File: config.mk
export PLATFORM = sky130hd
export DESIGN_NAME = temperature_false_color_map
export DESIGN_NICKNAME = d
export VERILOG_FILES = /design/src/rtl/core/tfcm_pkg.sv /design/src/rtl/core/temperature_false_color_map.sv /design/src/rtl/core/tfcm_classify.sv /design/src/rtl/core/tfcm_div_step.sv /design/src/rtl/core/tfcm_ramp_div.sv /design/src/rtl/core/tfcm_compose.sv
export SDC_FILE = /design/constraint.sdc
export NUM_CORES = 1
export LEC_CHECK = 0
export BUFFER_PORTS_ARGS = -buffer_cell sky130_fd_sc_hd__clkbuf_2
export CAP_MARGIN = 30
export CORE_MARGIN = 4
export CORE_UTILIZATION = 35
export CTS_BUF_LIST = sky130_fd_sc_hd__clkbuf_2 sky130_fd_sc_hd__clkbuf_4 sky130_fd_sc_hd__clkbuf_8
export CTS_CLUSTER_DIAMETER = 150
export DETAILED_ROUTE_END_ITERATION = 16
export PLACE_DENSITY = 0.62
export SLEW_MARGIN = 20
export SYNTH_ARGS = -nofsm -noshare
export SYNTH_HDL_FRONTEND = slang
export SYNTH_HIERARCHICAL = 1
export SYNTH_SLANG_ARGS = --single-unit
File: constraint.sdc
create_clock -name clock -period 13.8 [get_ports clock]
set_clock_uncertainty 0.05 [all_clocks]
set_input_delay 1.38 -clock clock [delete_from_list [all_inputs] [get_ports clock]]
set_output_delay 1.38 -clock clock [all_outputs]
set_load 0.1 [all_outputs]
File: src/rtl/core/tfcm_pkg.sv
// ----------------------------------------------------------------------------
// tfcm_pkg
// Shared widths, register codes, color levels and stage types for the
// temperature false-color map.
// ----------------------------------------------------------------------------
package tfcm_pkg;

   localparam int TEMP_WIDTH = 16;
   localparam int THR_W      = 15;
   localparam int CMP_W      = (TEMP_WIDTH > THR_W) ? TEMP_WIDTH : THR_W;
   localparam int QUO_W      = 8;
   // numerator 2*k*x + d with k <= 255 and x <= d < 2^THR_W
   localparam int NUM_W      = THR_W + 9;
   // divisor 2*d aligned to the top quotient bit
   localparam int DSH_W      = THR_W + QUO_W;
   localparam int DIV_STEPS  = QUO_W / 2;
   localparam int CSR_IDX_W  = 3;
   localparam int CSR_DATA_W = THR_W;

   localparam logic [CSR_IDX_W-1:0] CSR_DISCRETE = 3'd0;
   localparam logic [CSR_IDX_W-1:0] CSR_FIRST    = 3'd1;
   localparam logic [CSR_IDX_W-1:0] CSR_MIDDLE   = 3'd2;
   localparam logic [CSR_IDX_W-1:0] CSR_SECOND   = 3'd3;
   localparam logic [CSR_IDX_W-1:0] CSR_THIRD    = 3'd4;

   localparam logic             RST_DISCRETE = 1'b1;
   localparam logic [THR_W-1:0] RST_FIRST    = 15'd512;
   localparam logic [THR_W-1:0] RST_MIDDLE   = 15'd1280;
   localparam logic [THR_W-1:0] RST_SECOND   = 15'd2560;
   localparam logic [THR_W-1:0] RST_THIRD    = 15'd5120;

   localparam logic [7:0] LEVEL_FULL       = 8'd255;
   localparam logic [7:0] LEVEL_ZERO       = 8'd0;
   localparam logic [7:0] LEVEL_HALF       = 8'd127;
   localparam logic [7:0] LEVEL_DISC_MAIN  = 8'd192;
   localparam logic [7:0] SLOPE_FULL       = 8'd255;
   localparam logic [7:0] SLOPE_HIGH       = 8'd128;

   typedef enum logic [1:0] {
      SEG_LOW,
      SEG_MID,
      SEG_HIGH,
      SEG_TOP
   } seg_type;

   typedef struct packed {
      logic             discrete;
      logic [THR_W-1:0] first;
      logic [THR_W-1:0] middle;
      logic [THR_W-1:0] second;
      logic [THR_W-1:0] third;
   } cfg_type;

   typedef struct packed {
      logic    zero;
      logic    positive;
      seg_type seg;
      logic    discrete;
      logic    green_half;
   } meta_type;

   typedef struct packed {
      logic [NUM_W-1:0] rem;
      logic [DSH_W-1:0] dsh;
      logic [QUO_W-1:0] quo;
   } div_type;

endpackage

File: src/rtl/core/temperature_false_color_map.sv
// ----------------------------------------------------------------------------
// temperature_false_color_map
// Signed Q8.8 temperature sample in, RGB false color out.
//
//   channel  direction  handshake             payload
//   req      in         req_valid/req_ready   req_temperature
//   rsp      out        rsp_valid/rsp_ready   rsp_red, rsp_green, rsp_blue
//   csr      in         csr_write_enable      csr_index, csr_data
//
// One item per cycle unless the output stalls. Stages: magnitude, segment select,
// numerator, four two-bit divider stages for the rounded ramp, output register.
// Reset clears all stage valid bits and loads the register defaults.
// Each stage loads when empty or when the stage after it moves, so bubbles
// close up under a stalled output and no item is dropped or repeated.
// ----------------------------------------------------------------------------
module temperature_false_color_map (
   input  logic                                   clock,
   input  logic                                   reset,
   input  logic                                   req_valid,
   output logic                                   req_ready,
   input  logic signed [tfcm_pkg::TEMP_WIDTH-1:0] req_temperature,
   output logic                                   rsp_valid,
   input  logic                                   rsp_ready,
   output logic [7:0]                             rsp_red,
   output logic [7:0]                             rsp_green,
   output logic [7:0]                             rsp_blue,
   input  logic                                   csr_write_enable,
   input  logic [tfcm_pkg::CSR_IDX_W-1:0]         csr_index,
   input  logic [tfcm_pkg::CSR_DATA_W-1:0]        csr_data
);
   import tfcm_pkg::*;

   cfg_type          cfg_ff, cfg_in;

   logic             cls_valid, cls_ready;
   meta_type         cls_meta;
   logic [THR_W-1:0] cls_dist, cls_width;

   logic             div_valid, div_ready;
   meta_type         div_meta;
   logic [QUO_W-1:0] div_quo;

   always_comb begin
      cfg_in = cfg_ff;
      if (csr_write_enable) begin
         unique case (csr_index)
            CSR_DISCRETE: cfg_in.discrete = csr_data[0];
            CSR_FIRST:    cfg_in.first    = csr_data;
            CSR_MIDDLE:   cfg_in.middle   = csr_data;
            CSR_SECOND:   cfg_in.second   = csr_data;
            CSR_THIRD:    cfg_in.third    = csr_data;
            default:      cfg_in          = cfg_ff;
         endcase
      end
   end

   always_ff @(posedge clock) begin
      if (reset) begin
         cfg_ff.discrete <= RST_DISCRETE;
         cfg_ff.first    <= RST_FIRST;
         cfg_ff.middle   <= RST_MIDDLE;
         cfg_ff.second   <= RST_SECOND;
         cfg_ff.third    <= RST_THIRD;
      end else begin
         cfg_ff <= cfg_in;
      end
   end

   tfcm_classify u_classify (
      .clock       (clock),
      .reset       (reset),
      .cfg         (cfg_ff),
      .up_valid    (req_valid),
      .up_ready    (req_ready),
      .temperature (req_temperature),
      .dn_valid    (cls_valid),
      .dn_ready    (cls_ready),
      .dn_meta     (cls_meta),
      .dn_dist     (cls_dist),
      .dn_width    (cls_width)
   );

   tfcm_ramp_div u_ramp_div (
      .clock    (clock),
      .reset    (reset),
      .up_valid (cls_valid),
      .up_ready (cls_ready),
      .up_meta  (cls_meta),
      .up_dist  (cls_dist),
      .up_width (cls_width),
      .dn_valid (div_valid),
      .dn_ready (div_ready),
      .dn_meta  (div_meta),
      .dn_quo   (div_quo)
   );

   tfcm_compose u_compose (
      .clock     (clock),
      .reset     (reset),
      .up_valid  (div_valid),
      .up_ready  (div_ready),
      .up_meta   (div_meta),
      .up_quo    (div_quo),
      .rsp_valid (rsp_valid),
      .rsp_ready (rsp_ready),
      .rsp_red   (rsp_red),
      .rsp_green (rsp_green),
      .rsp_blue  (rsp_blue)
   );

endmodule

File: src/rtl/core/tfcm_classify.sv
// ----------------------------------------------------------------------------
// tfcm_classify
// Two stages: magnitude and sign, then segment selection with the ramp
// distance and segment width.
// ----------------------------------------------------------------------------
module tfcm_classify (
   input  logic                                clock,
   input  logic                                reset,
   input  tfcm_pkg::cfg_type                   cfg,
   input  logic                                up_valid,
   output logic                                up_ready,
   input  logic signed [tfcm_pkg::TEMP_WIDTH-1:0] temperature,
   output logic                                dn_valid,
   input  logic                                dn_ready,
   output tfcm_pkg::meta_type                  dn_meta,
   output logic [tfcm_pkg::THR_W-1:0]          dn_dist,
   output logic [tfcm_pkg::THR_W-1:0]          dn_width
);
   import tfcm_pkg::*;

   logic                  s1_valid_ff, s1_valid_in;
   logic [TEMP_WIDTH-1:0] mag_ff, mag_in;
   logic                  zero_ff, zero_in;
   logic                  pos_ff, pos_in;
   logic                  s1_load;

   logic                  s2_valid_ff, s2_valid_in;
   meta_type              meta_ff, meta_in;
   logic [THR_W-1:0]      dist_ff, dist_in;
   logic [THR_W-1:0]      width_ff, width_in;
   logic                  s2_load;

   logic [TEMP_WIDTH-1:0] raw;
   logic [CMP_W-1:0]      m_ext, t1_ext, tm_ext, t2_ext, t3_ext;
   logic [CMP_W-1:0]      past_first, past_second;
   logic                  le_first, le_second, le_third;

   assign s2_load  = !s2_valid_ff || dn_ready;
   assign s1_load  = !s1_valid_ff || s2_load;
   assign up_ready = s1_load;

   // stage 1: magnitude, most negative sample stays exact as unsigned
   always_comb begin
      raw         = temperature;
      s1_valid_in = up_valid;
      zero_in     = (raw == '0);
      pos_in      = !raw[TEMP_WIDTH-1];
      mag_in      = raw[TEMP_WIDTH-1] ? (~raw + TEMP_WIDTH'(1)) : raw;
   end

   // stage 2: segment and ramp operands
   always_comb begin
      m_ext       = CMP_W'(mag_ff);
      t1_ext      = CMP_W'(cfg.first);
      tm_ext      = CMP_W'(cfg.middle);
      t2_ext      = CMP_W'(cfg.second);
      t3_ext      = CMP_W'(cfg.third);
      le_first    = (m_ext <= t1_ext);
      le_second   = (m_ext <= t2_ext);
      le_third    = (m_ext <= t3_ext);
      past_first  = m_ext - t1_ext;
      past_second = m_ext - t2_ext;

      s2_valid_in         = s1_valid_ff;
      meta_in.zero        = zero_ff;
      meta_in.positive    = pos_ff;
      meta_in.discrete    = cfg.discrete;
      meta_in.green_half  = (m_ext <= tm_ext);
      dist_in             = '0;
      width_in            = '0;
      if (le_first) begin
         meta_in.seg = SEG_LOW;
         dist_in     = m_ext[THR_W-1:0];
         width_in    = cfg.first;
      end else if (le_second) begin
         meta_in.seg = SEG_MID;
         dist_in     = past_first[THR_W-1:0];
         width_in    = cfg.second - cfg.first;
      end else if (le_third) begin
         meta_in.seg = SEG_HIGH;
         dist_in     = past_second[THR_W-1:0];
         width_in    = cfg.third - cfg.second;
      end else begin
         meta_in.seg = SEG_TOP;
      end
   end

   always_ff @(posedge clock) begin
      if (reset) begin
         s1_valid_ff <= 1'b0;
         s2_valid_ff <= 1'b0;
      end else begin
         if (s1_load) s1_valid_ff <= s1_valid_in;
         if (s2_load) s2_valid_ff <= s2_valid_in;
      end
   end

   always_ff @(posedge clock) begin
      if (s1_load) begin
         mag_ff  <= mag_in;
         zero_ff <= zero_in;
         pos_ff  <= pos_in;
      end
      if (s2_load) begin
         meta_ff  <= meta_in;
         dist_ff  <= dist_in;
         width_ff <= width_in;
      end
   end

   assign dn_valid = s2_valid_ff;
   assign dn_meta  = meta_ff;
   assign dn_dist  = dist_ff;
   assign dn_width = width_ff;

endmodule

File: src/rtl/core/tfcm_div_step.sv
// ----------------------------------------------------------------------------
// tfcm_div_step
// One registered stage of the restoring divider: two quotient bits.
// ----------------------------------------------------------------------------
module tfcm_div_step (
   input  logic               clock,
   input  logic               reset,
   input  logic               up_valid,
   output logic               up_ready,
   input  tfcm_pkg::meta_type up_meta,
   input  tfcm_pkg::div_type  up_div,
   output logic               dn_valid,
   input  logic               dn_ready,
   output tfcm_pkg::meta_type dn_meta,
   output tfcm_pkg::div_type  dn_div
);
   import tfcm_pkg::*;

   logic             valid_ff, valid_in;
   meta_type         meta_ff, meta_in;
   div_type          div_ff, div_in;
   logic             load;
   logic [NUM_W-1:0] sub_hi, sub_lo, rem_mid;
   logic             bit_hi, bit_lo;

   assign load     = !valid_ff || dn_ready;
   assign up_ready = load;

   always_comb begin
      sub_hi  = NUM_W'(up_div.dsh);
      bit_hi  = (sub_hi <= up_div.rem);
      rem_mid = bit_hi ? (up_div.rem - sub_hi) : up_div.rem;
      sub_lo  = NUM_W'(up_div.dsh >> 1);
      bit_lo  = (sub_lo <= rem_mid);

      valid_in   = up_valid;
      meta_in    = up_meta;
      div_in.rem = bit_lo ? (rem_mid - sub_lo) : rem_mid;
      div_in.dsh = up_div.dsh >> 2;
      div_in.quo = {up_div.quo[QUO_W-3:0], bit_hi, bit_lo};
   end

   always_ff @(posedge clock) begin
      if (reset) begin
         valid_ff <= 1'b0;
      end else if (load) begin
         valid_ff <= valid_in;
      end
   end

   always_ff @(posedge clock) begin
      if (load) begin
         meta_ff <= meta_in;
         div_ff  <= div_in;
      end
   end

   assign dn_valid = valid_ff;
   assign dn_meta  = meta_ff;
   assign dn_div   = div_ff;

endmodule

File: src/rtl/core/tfcm_ramp_div.sv
// ----------------------------------------------------------------------------
// tfcm_ramp_div
// Rounded ramp fraction floor((2*k*x + d) / (2*d)): a numerator stage
// followed by a chain of two-bit divider stages.
// ----------------------------------------------------------------------------
module tfcm_ramp_div (
   input  logic                         clock,
   input  logic                         reset,
   input  logic                         up_valid,
   output logic                         up_ready,
   input  tfcm_pkg::meta_type           up_meta,
   input  logic [tfcm_pkg::THR_W-1:0]   up_dist,
   input  logic [tfcm_pkg::THR_W-1:0]   up_width,
   output logic                         dn_valid,
   input  logic                         dn_ready,
   output tfcm_pkg::meta_type           dn_meta,
   output logic [tfcm_pkg::QUO_W-1:0]   dn_quo
);
   import tfcm_pkg::*;

   logic               num_valid_ff, num_valid_in;
   meta_type           num_meta_ff, num_meta_in;
   div_type            num_div_ff, num_div_in;
   logic               num_load;
   logic [7:0]         slope;
   logic [THR_W+7:0]   prod;

   logic     vld [DIV_STEPS+1];
   logic     rdy [DIV_STEPS+1];
   meta_type meta_a [DIV_STEPS+1];
   div_type  div_a [DIV_STEPS+1];

   assign num_load = !num_valid_ff || rdy[0];
   assign up_ready = num_load;

   always_comb begin
      slope          = (up_meta.seg == SEG_HIGH) ? SLOPE_HIGH : SLOPE_FULL;
      prod           = (THR_W+8)'(up_dist) * (THR_W+8)'(slope);
      num_valid_in   = up_valid;
      num_meta_in    = up_meta;
      num_div_in.rem = NUM_W'({prod, 1'b0}) + NUM_W'(up_width);
      num_div_in.dsh = {up_width, {QUO_W{1'b0}}};
      num_div_in.quo = '0;
   end

   always_ff @(posedge clock) begin
      if (reset) begin
         num_valid_ff <= 1'b0;
      end else if (num_load) begin
         num_valid_ff <= num_valid_in;
      end
   end

   always_ff @(posedge clock) begin
      if (num_load) begin
         num_meta_ff <= num_meta_in;
         num_div_ff  <= num_div_in;
      end
   end

   assign vld[0]    = num_valid_ff;
   assign meta_a[0] = num_meta_ff;
   assign div_a[0]  = num_div_ff;

   for (genvar i = 0; i < DIV_STEPS; i++) begin : g_step
      tfcm_div_step u_step (
         .clock    (clock),
         .reset    (reset),
         .up_valid (vld[i]),
         .up_ready (rdy[i]),
         .up_meta  (meta_a[i]),
         .up_div   (div_a[i]),
         .dn_valid (vld[i+1]),
         .dn_ready (rdy[i+1]),
         .dn_meta  (meta_a[i+1]),
         .dn_div   (div_a[i+1])
      );
   end

   assign rdy[DIV_STEPS] = dn_ready;
   assign dn_valid       = vld[DIV_STEPS];
   assign dn_meta        = meta_a[DIV_STEPS];
   assign dn_quo         = div_a[DIV_STEPS].quo;

endmodule

File: src/rtl/core/tfcm_compose.sv
// ----------------------------------------------------------------------------
// tfcm_compose
// Output stage: picks levels per segment and mode, swaps red and blue for
// negative samples, gives white for a zero sample, and holds the result until it is taken.
// ----------------------------------------------------------------------------
module tfcm_compose (
   input  logic                       clock,
   input  logic                       reset,
   input  logic                       up_valid,
   output logic                       up_ready,
   input  tfcm_pkg::meta_type         up_meta,
   input  logic [tfcm_pkg::QUO_W-1:0] up_quo,
   output logic                       rsp_valid,
   input  logic                       rsp_ready,
   output logic [7:0]                 rsp_red,
   output logic [7:0]                 rsp_green,
   output logic [7:0]                 rsp_blue
);
   import tfcm_pkg::*;

   logic       valid_ff, valid_in;
   logic [7:0] red_ff, red_in;
   logic [7:0] green_ff, green_in;
   logic [7:0] blue_ff, blue_in;
   logic       load;
   logic [7:0] ramp_level;
   logic [7:0] main_ch, green_ch, third_ch;

   assign load     = !valid_ff || rsp_ready;
   assign up_ready = load;

   always_comb begin
      ramp_level = LEVEL_FULL - 8'(up_quo);
      main_ch    = LEVEL_FULL;
      green_ch   = LEVEL_FULL;
      third_ch   = LEVEL_FULL;
      case (up_meta.seg)
         SEG_LOW: begin
            third_ch = up_meta.discrete ? LEVEL_ZERO : ramp_level;
         end
         SEG_MID: begin
            third_ch = LEVEL_ZERO;
            if (up_meta.discrete) begin
               green_ch = up_meta.green_half ? LEVEL_HALF : LEVEL_ZERO;
            end else begin
               green_ch = ramp_level;
            end
         end
         SEG_HIGH: begin
            third_ch = LEVEL_ZERO;
            green_ch = LEVEL_ZERO;
            main_ch  = up_meta.discrete ? LEVEL_DISC_MAIN : ramp_level;
         end
         default: begin
            third_ch = LEVEL_ZERO;
            green_ch = LEVEL_ZERO;
            main_ch  = LEVEL_HALF;
         end
      endcase

      valid_in = up_valid;
      if (up_meta.zero) begin
         red_in   = LEVEL_FULL;
         green_in = LEVEL_FULL;
         blue_in  = LEVEL_FULL;
      end else begin
         red_in   = up_meta.positive ? main_ch : third_ch;
         green_in = green_ch;
         blue_in  = up_meta.positive ? third_ch : main_ch;
      end
   end

   always_ff @(posedge clock) begin
      if (reset) begin
         valid_ff <= 1'b0;
      end else if (load) begin
         valid_ff <= valid_in;
      end
   end

   always_ff @(posedge clock) begin
      if (load) begin
         red_ff   <= red_in;
         green_ff <= green_in;
         blue_ff  <= blue_in;
      end
   end

   assign rsp_valid = valid_ff;
   assign rsp_red   = red_ff;
   assign rsp_green = green_ff;
   assign rsp_blue  = blue_ff;

endmodule

==> results of run 1 <==
metal layers:
layer / vias up / wire, um / global-route usage [%]
li1: 12616 / - / -
met1: 11693 / 34600 / 19.5
met2: 515 / 38100 / 27.9
met3: 153 / 2630 / 1.57
met4: 0 / 2910 / 5.72
met5: - / 0 / 0
worst reg2reg max path: cells and delay by family, from the launching register on:
kind / cells / cell delay, ns
AND/OR/NAND/NOR: 6 / 1.41
AO/OA/AOI/OAI: 6 / 2.10
flip-flops: 1 / 0.38
multiplexers: 2 / 0.75
adder cells (fa/ha/maj): 3 / 0.85
buffers and inverters: 4 / 0.96
flip-flops by register name, summed over array words and instances (netlist names):
name	cells
cfg_ff	61
u_classify/dn_dist	15
u_classify/dn_meta	6
u_classify/dn_valid	1
u_classify/dn_width	15
u_classify/m_ext	16
u_classify/pos_ff	1
u_classify/s1_valid_ff	1
u_classify/zero_ff	1
u_compose/rsp_blue	8
u_compose/rsp_green	8
u_compose/rsp_red	8
u_compose/rsp_valid	1
u_ramp_div/div_a	38
u_ramp_div/g_step.u_step/dn_div	155
u_ramp_div/g_step.u_step/dn_meta	24
u_ramp_div/g_step.u_step/dn_valid	4
u_ramp_div/meta_a	6
u_ramp_div/num_valid_ff	1
stage by stage:
stage	hold slack (ns)	cell area [um^2]
final	0.349	35300
after global routing	0.342	35300
after CTS	0.343	35300
after detailed placement	0.355	34100
after global placement	0.352	34000
after floorplan	0.350	32600
final cells by class:
class                           instances  area, um^2
Timing Repair Buffer                   84         509
Antenna cell                            1        2.50
Fill cell                            9291       56600
Sequential cell                       370       10400
Multi-Input combinational cell       2664       20400
Clock inverter                         24         140
Tap cell                             1243        1560
Clock buffer                           86        1080
Inverter                              337        1270
worst max-delay path by stage:
stage	endpoint	slack (ns)
after floorplan	req_ready	2.62
after global placement	u_ramp_div/g_step[2].u_step/dn_div[32]$_DFFE_PP_	7.22
after detailed placement	u_ramp_div/g_step[2].u_step/dn_div[35]$_DFFE_PP_	7.06
after CTS	u_ramp_div/g_step[2].u_step/dn_div[45]$_DFFE_PP_	7.04
after global routing	u_ramp_div/g_step[2].u_step/dn_div[45]$_DFFE_PP_	6.54
final	u_ramp_div/g_step[2].u_step/dn_div[45]$_DFFE_PP_	7.05
==> flow_summary.toml, run 1 <==
[clocking]
clkSinkCount = 370
numCtsBuffers = 60
cts-root-buf = "clkbuf_8"
clock_latency_ns = 0.69
cts_hold_buf = 0
cts.path.max_buffers = 3
cts_resized = 0
cts_tree = "done"
post_cts_buffers = 0
htreeDepth = 2
clk_pin_slew_ns = 0.06

[worst_setup_path]
cp_max_fo = 26
crit_buf_inv = 4
reg2reg_depth = 21
cp-end-kind = "flip-flop"
crit_cells = 21
startpoint_type = "flip-flop"
cp-startpoint = "u_ramp_div/g_step[1].u_step/dn_div[26]$_DFFE_PP_"
path_cells = "inv_1 -> ha_1 -> a21oi_1 -> nand2_1 -> a21boi_0 -> nand2_1 -> o31ai_4 -> inv_2 -> mux2_2 -> ha_1 -> inv_1 -> fa_1 -> nand3_1 -> a21oi_1 -> nor3_1 -> o211a_1 -> o21ai_0 -> nor2_1 -> nor4b_4 -> buf_4 -> mux2_1"
reg2reg_slack_ns = 7.05
r2r-end = "u_ramp_div/g_step[2].u_step/dn_div[45]$_DFFE_PP_"
crit_path_top_delay_cell = "o31ai_4"
critPathMaxStageDelay_ns = 0.76
arrival_ns = 7.10
critPathKind = "flip-flop to flip-flop"
required_ns = 14.15
reg2reg_from = "u_ramp_div/g_step[1].u_step/dn_div[26]$_DFFE_PP_"
cp_top_family = "compound AO/OA/AOI/OAI gates"

[hold_path]
min_path_type = "flip-flop to flip-flop"
holdCritStartpoint = "u_ramp_div/g_step[0].u_step/dn_div[1]$_DFFE_PP_"
holdPathStages = 0
whs_endpoint = "u_ramp_div/g_step[1].u_step/dn_div[3]$_DFFE_PP_"

[grt]
grt_pass1_wl_um = 127000
antenna_found_initial = 1
grt_start_max_net_pins = 91
grt_pass1_vias = 24628
grt_util_all_layers_pct = 15.6
grt-ovfl-total = 0

[layout]
fin_nets = 3966
stdcell_count = 4809
mostFrequentLayoutCell = "inv_1"
final_util_pct = 38.4
layout.cells.most_common_list = "332 x inv_1, 327 x ha_1, 301 x edfxtp_1"
syn2layout_area_growth_pct = 8.52
drive_above_1_share_pct = 9.03

[floorplan]
coreArea_um2 = 91900
start_util_pct = 35.4
die_y_um = 313
die_area_um2 = 98000
rows = 111
io_pins = 65
die_w_um = 313

[timing]
final.setup.tns_ns = 0
finalCritPeriodShare_pct = 48.9
hold_viol = 0
worst_slew_pin_slew_ns = 0.960
setup_ws_ns = 7.05
slew_headroom_pct = 35.6
fmax_mhz = 148
final_max_slew_viol_count = 0
fin_crit_ns = 6.75
grt_setup_unrepaired = "no"
setup_viol = 0

[detailed_routing]
via_per_inst = 5.19
dr.first_iter.drc_count = 1401
vias = 24977
dr.pass1.iters = 5
wire_per_inst_um = 16.3
ant_nets = 0
drc_errors = 0
routed_wl_um = 78200

[placement]
hpwl_um = 62900
port-buffer-count = 64
pre_cts_slack_ns = 7.06
dpl.cell_count = 4697
gp_congestion = 0.869

[synth]
netlist_instances = 3454
synth_area_per_cell_um2 = 9.43
netlist_area_um2 = 32600
ys_warn_count = 6

[status]
status = "completed"

[flow_run]
max_cap_viol_count = 0
Power of run 1 is not shown: default switching activity piles up to over one toggle a cycle in this logic, so the estimate is an artifact.
==> run 2: changes to the inputs <==
==> constraint.sdc (replaced) <==
create_clock -name clock -period 6.5 [get_ports clock]
set_clock_uncertainty 0.05 [all_clocks]
set_input_delay 0.65 -clock clock [delete_from_list [all_inputs] [get_ports clock]]
set_output_delay 0.65 -clock clock [all_outputs]
set_load 0.1 [all_outputs]
==> run 2 against run 1 <==
  * Count of clock-buffer cells in the layout fell by 6
  * Wire length is 0.16% higher
  * Register-to-register slack got worse by 6.7 ns
  * Die area is the same
  * Setup slack worse by 6.7 ns
  * Sequential share of layout area decreased by 0.17 points
  * Sequential cell count stayed put
  * Global-route usage increased by 0.13 points
  * Final cell count is 0.37% higher
  * Core utilization rose by 0.22 points
  * Cell area up 0.58%
  * Non-clock buffer count up 15
  * Critical endpoint is now u_ramp_div/div_a[274]$_DFFE_PP_
==> flow_summary.toml, run 2 (synthesized netlist as in run 1, its figures left out) <==
[status]
status = "completed"

[detailed_routing]
via_per_inst = 5.18
routed_wl_um = 78300
dr.first_iter.drc_count = 1518
wire_per_inst_um = 16.2
ant_nets = 0
vias = 24982
drc_errors = 0
dr.pass1.iters = 6

[placement]
hpwl_um = 62800
gp_congestion = 0.916
pre_cts_slack_ns = 0.248
port-buffer-count = 64

[timing]
worst_slew_pin_slew_ns = 0.976
fin_crit_ns = 6.13
finalCritPeriodShare_pct = 94.2
grt_setup_unrepaired = "no"
slew_headroom_pct = 34.5
setup_viol = 0
hold_viol = 0
setup_ws_ns = 0.374
fmax_mhz = 163
final.setup.tns_ns = 0
final_max_slew_viol_count = 0

[worst_setup_path]
cp_max_fo = 15
arrival_ns = 6.47
r2r-end = "u_ramp_div/div_a[274]$_DFFE_PP_"
reg2reg_depth = 17
reg2reg_slack_ns = 0.37
startpoint_type = "flip-flop"
cp-end-kind = "flip-flop"
critPathKind = "flip-flop to flip-flop"
required_ns = 6.85
reg2reg_from = "u_classify/dn_meta[2]$_SDFFCE_PP0P_"

[layout]
mostFrequentLayoutCell = "inv_1"
fin_nets = 3981
drive_above_1_share_pct = 9.52
layout.cells.most_common_list = "332 x inv_1, 327 x ha_1, 301 x edfxtp_1"
largest_reg_flops = 155
syn2layout_area_growth_pct = 9.14

[grt]
grt_pass1_wl_um = 128000
antenna_found_initial = 1
grt_pass1_vias = 24822
grt-ovfl-total = 0
grt_util_all_layers_pct = 15.7
grt_start_max_net_pins = 91

[hold_path]
whs_endpoint = "u_classify/s1_valid_ff$_SDFFE_PP0P_"
holdCritStartpoint = "req_valid"
holdPathStages = 3
min_path_type = "primary input to flip-flop"

[clocking]
cts-root-buf = "clkbuf_8"
clkSinkCount = 370
cts_resized = 0
numCtsBuffers = 60
post_cts_buffers = 0
cts_tree = "done"
cts_hold_buf = 0
clk_pin_slew_ns = 0.06
htreeDepth = 2
cts.path.max_buffers = 3
clock_latency_ns = 0.66

[floorplan]
die_y_um = 313
io_pins = 65
die_area_um2 = 98000
rows = 111
die_w_um = 313
start_util_pct = 35.4
coreArea_um2 = 91900

[flow_run]
max_cap_viol_count = 0
run 2: cell count changes in the layout (fill, tap and decap cells not counted), moves of 3 or more:
| cell | before | now |
|---|---|---|
| buf_4 | 16 | 32 |
| clkbuf_8 | 70 | 63 |
| buf_12 | 0 | 3 |
| bufinv_16 | 0 | 5 |
run 2: worst max path at each step:
stage	startpoint	to	slack (ns)	cells past startpoint
floorplan	u_compose/rsp_valid$_SDFFE_PP0P_	req_ready	0.18	8
global placement	u_classify/dn_meta[3]$_SDFFCE_PP0P_	u_ramp_div/div_a[274]$_DFFE_PP_	0.32	20
detailed placement	u_classify/dn_meta[3]$_SDFFCE_PP0P_	u_ramp_div/div_a[274]$_DFFE_PP_	0.25	20
CTS	u_classify/dn_meta[3]$_SDFFCE_PP0P_	u_ramp_div/div_a[274]$_DFFE_PP_	0.23	20
global route	u_classify/dn_meta[3]$_SDFFCE_PP0P_	u_ramp_div/div_a[274]$_DFFE_PP_	0.008	20
finish	u_classify/dn_meta[2]$_SDFFCE_PP0P_	u_ramp_div/div_a[274]$_DFFE_PP_	0.37	17
run 2: layer usage:
layer	wire, um	up-vias	global-route usage, %
li1	-	12624	-
met1	35000	11723	19.8
met2	37900	502	27.9
met3	2560	133	1.67
met4	2820	0	5.81
met5	0	-	0
run 2: worst max-delay path, cell delays in order (launching register included):
cell	delay, ns
edfxtp_1	0.40
nand2b_2	0.31
buf_4	0.22
nand2_1	0.23
inv_1	0.19
fa_1	0.54
fa_1	0.56
fa_1	0.43
fa_1	0.44
ha_1	0.40
a21oi_1	0.41
nor2b_1	0.09
a211o_1	0.31
o31ai_1	0.28
o31ai_1	0.22
nor4_4	0.35
nand3_2	0.09
xnor3_1	0.36
run 2: final cells by class:
class	count	area, um^2
antenna	2	5.00
timing repair buffer	99	627
clock inverter	32	293
inverter	337	1270
sequential	370	10400
fill	9291	56400
multi-input combinational	2664	20400
clock buffer	80	995
tap	1243	1560
run 2: through the flow:
| step | hold WS (ns) | area [um^2] | util [%] | std cells |
|---|---|---|---|---|
| 6_report | 0.154 | 35500 | 38.7 | 4827 |
| 5_1_grt | 0.118 | 35500 | 38.6 | 4826 |
| 4_1_cts | 0.0822 | 35500 | 38.6 | 4825 |
| 3_5_place_dp | 0.355 | 34200 | 37.2 | 4713 |
| 3_3_place_gp | 0.352 | 34200 | 37.2 | 4712 |
| 2_1_floorplan | 0.350 | 32700 | - | 3472 |
Power of run 2 is left out for the same reason.
